### src/sv/sat_pkg.sv
// ----------------------------------------------------------------------------
// sat_pkg
// Shared constants and codes for the sorted alarm timer queue.
// ----------------------------------------------------------------------------
package sat_pkg;

   localparam int QueueDepthDefault = 16;
   localparam int MaxRun = 16;

   localparam int DeadlineWidth = 32;
   localparam int TagWidth = 16;
   localparam int DelayWidth = 16;
   localparam int EntryWidth = DeadlineWidth + TagWidth + DelayWidth;

   localparam logic REQ_INSERT = 1'b0;
   localparam logic REQ_TICK = 1'b1;

   localparam logic [1:0] KIND_ACCEPTED = 2'd0;
   localparam logic [1:0] KIND_REJECTED = 2'd1;
   localparam logic [1:0] KIND_EXPIRED = 2'd2;

endpackage

### src/sv/sorted_alarm_timer_queue.sv
// ----------------------------------------------------------------------------
// sorted_alarm_timer_queue
// Deadline-sorted alarm list held in a circular RAM buffer.
// ----------------------------------------------------------------------------
// Channel  Direction  Handshake              Word
// req      in         req_valid / req_stall  type, delay ticks, alarm tag
// rsp      out        rsp_valid / rsp_stall  kind, tag, delay, last of run
//
// A zero-delay or rejected insert is answered without a RAM access. An accepted
// insert moves each later stored entry down the list by a read-compare-write
// walk through the single RAM read port.
// A tick removes and reports the expired alarms from the head of the list.
// Reset clears the count, head pointer and time; RAM contents are not cleared.
// A stalled result holds the sequencer until it is taken.
module sorted_alarm_timer_queue #(
   parameter int QUEUE_DEPTH = sat_pkg::QueueDepthDefault
) (
   input  logic        clock,
   input  logic        reset,
   input  logic        req_valid,
   output logic        req_stall,
   input  logic        req_type,
   input  logic [15:0] req_delay_ticks,
   input  logic [15:0] req_alarm_tag,
   output logic        rsp_valid,
   input  logic        rsp_stall,
   output logic [1:0]  rsp_result_kind,
   output logic [15:0] rsp_result_tag,
   output logic [15:0] rsp_result_delay,
   output logic        rsp_last_of_run
);
   import sat_pkg::*;

   localparam int AW = $clog2(QUEUE_DEPTH);
   localparam int CW = $clog2(QUEUE_DEPTH + 1);
   localparam int NW = $clog2(MaxRun + 1);

   localparam logic [2:0] S_IDLE = 3'd0;
   localparam logic [2:0] S_INS_RD = 3'd1;
   localparam logic [2:0] S_INS_CMP = 3'd2;
   localparam logic [2:0] S_INS_WR = 3'd3;
   localparam logic [2:0] S_TK_RD = 3'd4;
   localparam logic [2:0] S_TK_CMP = 3'd5;
   localparam logic [2:0] S_TK_END = 3'd6;

   logic [2:0]               state_ff, state_in;
   logic [CW-1:0]            count_ff, count_in;
   logic [AW-1:0]            head_ff, head_in;
   logic [DeadlineWidth-1:0] time_ff, time_in;
   logic [CW-1:0]            idx_ff, idx_in;
   logic [NW-1:0]            run_ff, run_in;
   logic [DeadlineWidth-1:0] dl_ff, dl_in;
   logic [TagWidth-1:0]      tag_ff, tag_in;
   logic [DelayWidth-1:0]    delay_ff, delay_in;
   logic                     pend_valid_ff, pend_valid_in;
   logic [TagWidth-1:0]      pend_tag_ff, pend_tag_in;
   logic [DelayWidth-1:0]    pend_delay_ff, pend_delay_in;
   logic                     rsp_valid_ff, rsp_valid_in;
   logic [1:0]               rsp_kind_ff, rsp_kind_in;
   logic [TagWidth-1:0]      rsp_tag_ff, rsp_tag_in;
   logic [DelayWidth-1:0]    rsp_delay_ff, rsp_delay_in;
   logic                     rsp_last_ff, rsp_last_in;

   logic                  wr_en, rd_en;
   logic [AW-1:0]         wr_addr, rd_addr;
   logic [EntryWidth-1:0] wr_data, rd_data;
   logic [DeadlineWidth-1:0] q_dl;
   logic [TagWidth-1:0]      q_tag;
   logic [DelayWidth-1:0]    q_delay;
   logic                  rsp_free, accept;

   function automatic logic [AW-1:0] phys(input logic [AW-1:0] head,
                                          input logic [CW-1:0] ofs);
      logic [AW+CW:0] sum;
      sum = {{(CW+1){1'b0}}, head} + {{(AW+1){1'b0}}, ofs};
      if (sum >= (AW+CW+1)'(QUEUE_DEPTH)) begin
         sum = sum - (AW+CW+1)'(QUEUE_DEPTH);
      end
      return sum[AW-1:0];
   endfunction

   sat_ram #(
      .WIDTH(EntryWidth),
      .DEPTH(QUEUE_DEPTH)
   ) u_ram (
      .clock(clock),
      .wr_en(wr_en),
      .wr_addr(wr_addr),
      .wr_data(wr_data),
      .rd_en(rd_en),
      .rd_addr(rd_addr),
      .rd_data(rd_data)
   );

   assign q_dl = rd_data[EntryWidth-1 -: DeadlineWidth];
   assign q_tag = rd_data[DelayWidth +: TagWidth];
   assign q_delay = rd_data[DelayWidth-1:0];

   assign rsp_free = !rsp_valid_ff || !rsp_stall;
   assign req_stall = (state_ff != S_IDLE) || (rsp_valid_ff && rsp_stall);
   assign accept = req_valid && !req_stall;

   always_comb begin
      state_in = state_ff;
      count_in = count_ff;
      head_in = head_ff;
      time_in = time_ff;
      idx_in = idx_ff;
      run_in = run_ff;
      dl_in = dl_ff;
      tag_in = tag_ff;
      delay_in = delay_ff;
      pend_valid_in = pend_valid_ff;
      pend_tag_in = pend_tag_ff;
      pend_delay_in = pend_delay_ff;
      rsp_valid_in = rsp_valid_ff && rsp_stall;
      rsp_kind_in = rsp_kind_ff;
      rsp_tag_in = rsp_tag_ff;
      rsp_delay_in = rsp_delay_ff;
      rsp_last_in = rsp_last_ff;
      wr_en = 1'b0;
      wr_addr = phys(head_ff, idx_ff);
      wr_data = {dl_ff, tag_ff, delay_ff};
      rd_en = 1'b0;
      rd_addr = phys(head_ff, idx_ff - CW'(1));

      case (state_ff)
         S_IDLE: begin
            if (accept) begin
               if (req_type == REQ_TICK) begin
                  time_in = time_ff + DeadlineWidth'(1);
                  run_in = '0;
                  pend_valid_in = 1'b0;
                  state_in = S_TK_RD;
               end else if (req_delay_ticks == '0) begin
                  rsp_valid_in = 1'b1;
                  rsp_kind_in = KIND_EXPIRED;
                  rsp_tag_in = req_alarm_tag;
                  rsp_delay_in = '0;
                  rsp_last_in = 1'b1;
               end else if (count_ff == CW'(QUEUE_DEPTH)) begin
                  rsp_valid_in = 1'b1;
                  rsp_kind_in = KIND_REJECTED;
                  rsp_tag_in = req_alarm_tag;
                  rsp_delay_in = req_delay_ticks;
                  rsp_last_in = 1'b1;
               end else begin
                  dl_in = time_ff + {{(DeadlineWidth-DelayWidth){1'b0}}, req_delay_ticks};
                  tag_in = req_alarm_tag;
                  delay_in = req_delay_ticks;
                  idx_in = count_ff;
                  state_in = (count_ff == '0) ? S_INS_WR : S_INS_RD;
               end
            end
         end
         S_INS_RD: begin
            rd_en = 1'b1;
            state_in = S_INS_CMP;
         end
         S_INS_CMP: begin
            if (q_dl >= dl_ff) begin
               wr_en = 1'b1;
               wr_data = rd_data;
               idx_in = idx_ff - CW'(1);
               state_in = (idx_ff == CW'(1)) ? S_INS_WR : S_INS_RD;
            end else begin
               state_in = S_INS_WR;
            end
         end
         S_INS_WR: begin
            if (rsp_free) begin
               wr_en = 1'b1;
               count_in = count_ff + CW'(1);
               rsp_valid_in = 1'b1;
               rsp_kind_in = KIND_ACCEPTED;
               rsp_tag_in = tag_ff;
               rsp_delay_in = delay_ff;
               rsp_last_in = 1'b1;
               state_in = S_IDLE;
            end
         end
         S_TK_RD: begin
            if (count_ff != '0 && run_ff < NW'(MaxRun)) begin
               rd_en = 1'b1;
               rd_addr = head_ff;
               state_in = S_TK_CMP;
            end else begin
               state_in = S_TK_END;
            end
         end
         S_TK_CMP: begin
            if (q_dl <= time_ff) begin
               if (!pend_valid_ff || rsp_free) begin
                  if (pend_valid_ff) begin
                     rsp_valid_in = 1'b1;
                     rsp_kind_in = KIND_EXPIRED;
                     rsp_tag_in = pend_tag_ff;
                     rsp_delay_in = pend_delay_ff;
                     rsp_last_in = 1'b0;
                  end
                  pend_valid_in = 1'b1;
                  pend_tag_in = q_tag;
                  pend_delay_in = q_delay;
                  head_in = phys(head_ff, CW'(1));
                  count_in = count_ff - CW'(1);
                  run_in = run_ff + NW'(1);
                  state_in = S_TK_RD;
               end
            end else begin
               state_in = S_TK_END;
            end
         end
         S_TK_END: begin
            if (!pend_valid_ff) begin
               state_in = S_IDLE;
            end else if (rsp_free) begin
               rsp_valid_in = 1'b1;
               rsp_kind_in = KIND_EXPIRED;
               rsp_tag_in = pend_tag_ff;
               rsp_delay_in = pend_delay_ff;
               rsp_last_in = 1'b1;
               pend_valid_in = 1'b0;
               state_in = S_IDLE;
            end
         end
         default: begin
            state_in = S_IDLE;
         end
      endcase
   end

   always_ff @(posedge clock) begin
      if (reset) begin
         state_ff <= S_IDLE;
         count_ff <= '0;
         head_ff <= '0;
         time_ff <= '0;
         pend_valid_ff <= 1'b0;
         rsp_valid_ff <= 1'b0;
      end else begin
         state_ff <= state_in;
         count_ff <= count_in;
         head_ff <= head_in;
         time_ff <= time_in;
         pend_valid_ff <= pend_valid_in;
         rsp_valid_ff <= rsp_valid_in;
      end
      idx_ff <= idx_in;
      run_ff <= run_in;
      dl_ff <= dl_in;
      tag_ff <= tag_in;
      delay_ff <= delay_in;
      pend_tag_ff <= pend_tag_in;
      pend_delay_ff <= pend_delay_in;
      rsp_kind_ff <= rsp_kind_in;
      rsp_tag_ff <= rsp_tag_in;
      rsp_delay_ff <= rsp_delay_in;
      rsp_last_ff <= rsp_last_in;
   end

   assign rsp_valid = rsp_valid_ff;
   assign rsp_result_kind = rsp_kind_ff;
   assign rsp_result_tag = rsp_tag_ff;
   assign rsp_result_delay = rsp_delay_ff;
   assign rsp_last_of_run = rsp_last_ff;

endmodule

### src/sv/sat_ram.sv
// ----------------------------------------------------------------------------
// sat_ram
// Generic simple dual-port RAM with one write port and a registered read port.
// ----------------------------------------------------------------------------
module sat_ram #(
   parameter int WIDTH = 64,
   parameter int DEPTH = 16
) (
   input  logic                     clock,
   input  logic                     wr_en,
   input  logic [$clog2(DEPTH)-1:0] wr_addr,
   input  logic [WIDTH-1:0]         wr_data,
   input  logic                     rd_en,
   input  logic [$clog2(DEPTH)-1:0] rd_addr,
   output logic [WIDTH-1:0]         rd_data
);

   logic [WIDTH-1:0] mem_ff [DEPTH];

   always_ff @(posedge clock) begin
      if (wr_en) begin
         mem_ff[wr_addr] <= wr_data;
      end
      if (rd_en) begin
         rd_data <= mem_ff[rd_addr];
      end
   end

endmodule
### config.mk
export PLATFORM = sky130hd
export DESIGN_NAME = sorted_alarm_timer_queue
export DESIGN_NICKNAME = d
export VERILOG_FILES = /design/src/sv/sat_pkg.sv /design/src/sv/sorted_alarm_timer_queue.sv /design/src/sv/sat_ram.sv
export SDC_FILE = /design/constraint.sdc
export NUM_CORES = 2
export LEC_CHECK = 0
export BUFFER_PORTS_ARGS = -buffer_cell sky130_fd_sc_hd__buf_2
export CAP_MARGIN = 20
export CORE_ASPECT_RATIO = 1.4
export CORE_MARGIN = 1
export CORE_UTILIZATION = 50
export DETAILED_ROUTE_END_ITERATION = 10
export GPL_TIMING_DRIVEN = 0
export PLACE_DENSITY = 0.69
export SLEW_MARGIN = 15
export SYNTH_ARGS = -nofsm -noshare
export SYNTH_HDL_FRONTEND = slang
export SYNTH_SLANG_ARGS = --single-unit
### constraint.sdc
create_clock -name clock -period 12.8 [get_ports clock]
set_input_delay 1.92 -clock clock [delete_from_list [all_inputs] [get_ports clock]]
set_output_delay 1.92 -clock clock [all_outputs]
set_load 0.02 [all_outputs]
==> impl_metrics.json <==
{
  "synth.yosys.warnings": 0,
  "grt_max_degree": 26,
  "finClkSkew_ns": 0.0436,
  "mostFrequentLayoutCells": "1229 x edfxtp_1, 639 x nand2_1, 387 x mux2i_1",
  "period_minus_slack_ns": 5.37,
  "stdcell_area_um2": 62200,
  "ff2ff_path_depth": 15,
  "syn_area_per_cell_um2": 14.1,
  "start_util_pct": 50.6,
  "viasPerCell": 5.92,
  "utilization_pct": 58.0,
  "firstDrtPassIters": 6,
  "synth_area_um2": 54300,
  "rows": 142,
  "vias": 34100,
  "timing.fmax_mhz": 186,
  "dp_slack_ns": 7.24,
  "ys_seq_area_share_pct": 69.6,
  "crit_buf_inv": 7,
  "finalWeightedCongestion": 0.909,
  "worstSetupPathType": "reg -> reg",
  "drive_gt1_share_pct": 15.9,
  "slew_violations": 0,
  "setup_ws_ns": 7.43,
  "ys_ff_latch": 1275,
  "reg2reg_to": "u_ram.mem_ff[8][46]$_DFFE_PP_",
  "arrival_ns": 5.81,
  "worstPathCellList": "ha_1, and4_1, a2111oi_0, o21ai_0, a31oi_1, o22ai_1, a21oi_1, clkbuf_1, nor4_2, buf_4, buf_4, buf_4, buf_4, buf_4, buf_2",
  "rsz0062_at_grt": "no",
  "cts_buffers": 113,
  "dr.first_iter.drc_count": 3977,
  "crit_path_start_kind": "flip-flop",
  "clk_latency_ns": 0.73,
  "grt_pass1_vias": 33400,
  "maxSlewHeadroom_pct": 26.7,
  "critPathLaunch": "u_ram.rd_data[38]$_DFFE_PP_",
  "syn-num-nets": 3987,
  "crit_path_top_delay_cell": "a21oi_1",
  "areaGrowthSynthToFinish_pct": 14.6,
  "path_clk_slew_ns": 0.07,
  "fin_cells": 5762,
  "hold_path_class": "reg -> reg",
  "worstHoldStart": "u_ram.rd_data[12]$_DFFE_PP_",
  "synth_cell_types": 75,
  "post-route-period-util_pct": 41.9,
  "min_path_cells": 0,
  "die_h_um": 392,
  "holdPathEnd": "pend_delay_ff[12]$_DFFE_PP_",
  "io-pin-count": 74,
  "p_per_area_nw_per_um2": 251,
  "critPathRequiredTime_ns": 13.24,
  "layout.nets": 4365,
  "grt_usage_pct": 26.3,
  "setup_tns_ns": 0,
  "setup_viol": 0,
  "p_leak_nw": 22.4,
  "cts_root_buffer": "clkbuf_16",
  "cts_tree": "built",
  "cp_slowest_stage_delay_ns": 0.71,
  "die_w_um": 281,
  "r2r_slack_ns": 7.43,
  "grt_pass1_wl_mm": 212,
  "core_um2": 107000,
  "die-area_um2": 110000,
  "critical_path.top_delay_family": "compound AO/OA/AOI/OAI gates",
  "grt_remaining_overflow": 0,
  "cts_setup_buffers": 0,
  "antenna_left": 0,
  "placed_area_um2": 58300,
  "worst_pin_slew_ns": 1.09,
  "cts_sinks": 1275,
  "max_cap_viol_count": 0,
  "final_common_cell": "edfxtp_1",
  "crit_top_cell": "buf_4",
  "hold_buffers": 0,
  "totalWireLength_mm": 145,
  "drc": 0,
  "antenna_found_initial": 4,
  "clockBufferDepth": 3,
  "h-tree-depth": 3,
  "peakVddDrop_mv": 0.163,
  "rr_startpoint": "u_ram.rd_data[38]$_DFFE_PP_",
  "synth_enable_flop_cells": 1229,
  "placed_cells": 5553,
  "hpwl_mm": 102,
  "io_buffers": 72,
  "worst-path-max-fanout": 10,
  "wl_per_cell_um": 25.1,
  "synthArstFlopShare_pct": 0,
  "cp-end-kind": "flip-flop",
  "post_cts_resized": 0,
  "ys.flop_type": "edfxtp_1",
  "status": "finished clean",
  "syn_inst": 3852,
  "finalHoldViolations": 0
}
==> registers in the layout, summed over array words and instances (netlist names), 5 cells and up <==
name              cells
u_ram.mem_ff       1024
tag_ff               16
run_ff                5
u_ram.rd_data        64
pend_tag_ff          16
count_ff              5
rsp_result_tag       16
idx_ff                5
time_ff              32
dl_ff                32
rsp_result_delay     16
delay_ff             16
pend_delay_ff        16
==> worst max-delay path by stage <==
stage	depth (start not counted)	end	slack, ns
floorplan	4	u_ram.mem_ff[6][0]$_DFFE_PP_	3.42
global placement	8	u_ram.mem_ff[12][45]$_DFFE_PP_	-5.35
detailed placement	11	dl_ff[28]$_DFFE_PP_	7.24
CTS	15	u_ram.mem_ff[8][21]$_DFFE_PP_	7.47
global route	15	u_ram.mem_ff[8][21]$_DFFE_PP_	7.30
finish	15	u_ram.mem_ff[8][46]$_DFFE_PP_	7.43
==> layout make-up <==
class,instances,area (um^2)
antenna,1,2.50
buffer,209,1150
clock buffer,123,2910
clock inverter,83,1000
fill,8304,45100
inverter,100,377
multi-input combinational,2268,15100
sequential,1275,37800
tap,1440,1800
timing repair buffer,263,2040
==> cell families after synthesis <==
group	after synthesis	synth area share [%]
compound gates	486	6.28
xor+xnor	58	0.935
fa+ha+maj	98	2.31
buf+inv	309	2.80
flops	1275	69.6
mux	441	8.26
simple gates	1185	9.78
==> synthesized netlist by cell type (all sizes together) (5+ instances only) <==
library cell  number  share of area, %
a31oi              5             0.058
o311ai             7              0.11
o21a               9              0.12
mux2              54               1.1
or3               20              0.24
ha                94               2.2
and2               5             0.058
a222oi            16              0.29
o21ai             94              0.87
mux2i            387               7.1
dfxtp             46               1.7
a2111oi            8              0.13
xnor2             49              0.79
nor2b              9              0.10
nor4              23              0.29
nor3              42              0.41
nand2            639               4.4
nand4             22              0.25
clkbuf           102              0.72
nand3            315               2.9
and3               7             0.081
nor2              70              0.50
a21o              16              0.22
buf              107               1.4
inv               98              0.68
a22oi             34              0.47
edfxtp          1229                68
a21oi            131               1.2
and4               9              0.15
a211oi            70               1.6
o22ai             66              0.76
o211ai             5             0.069
xor2               9              0.15
==> stage by stage <==
| stage | hold WS (ns) | total power, W |
|---|---|---|
| global route | 0.457 | 0.0162 |
| CTS | 0.442 | 0.0156 |
| finish | 0.447 | 0.0156 |
| global placement | 0.423 | 0.0118 |
| floorplan | 0.420 | 0.00969 |
| detailed placement | 0.429 | 0.0120 |
==> report_power, final <==
part,internal (W),total (W),switching (W)
clock network,0.00206,0.00360,0.00154
registers,0.00523,0.00536,0.000130
logic,0.00222,0.00664,0.00442
==> metal layers <==
layer	GRT usage, %	share of wire (%)	vias up
met3	3.68	8.3	311
li1	-	-	15300
met5	0	0.0090	-
met2	43.9	49	1631
met4	11.8	4.2	2
met1	34.0	39	16900
Power figures use the tool's default switching activity.
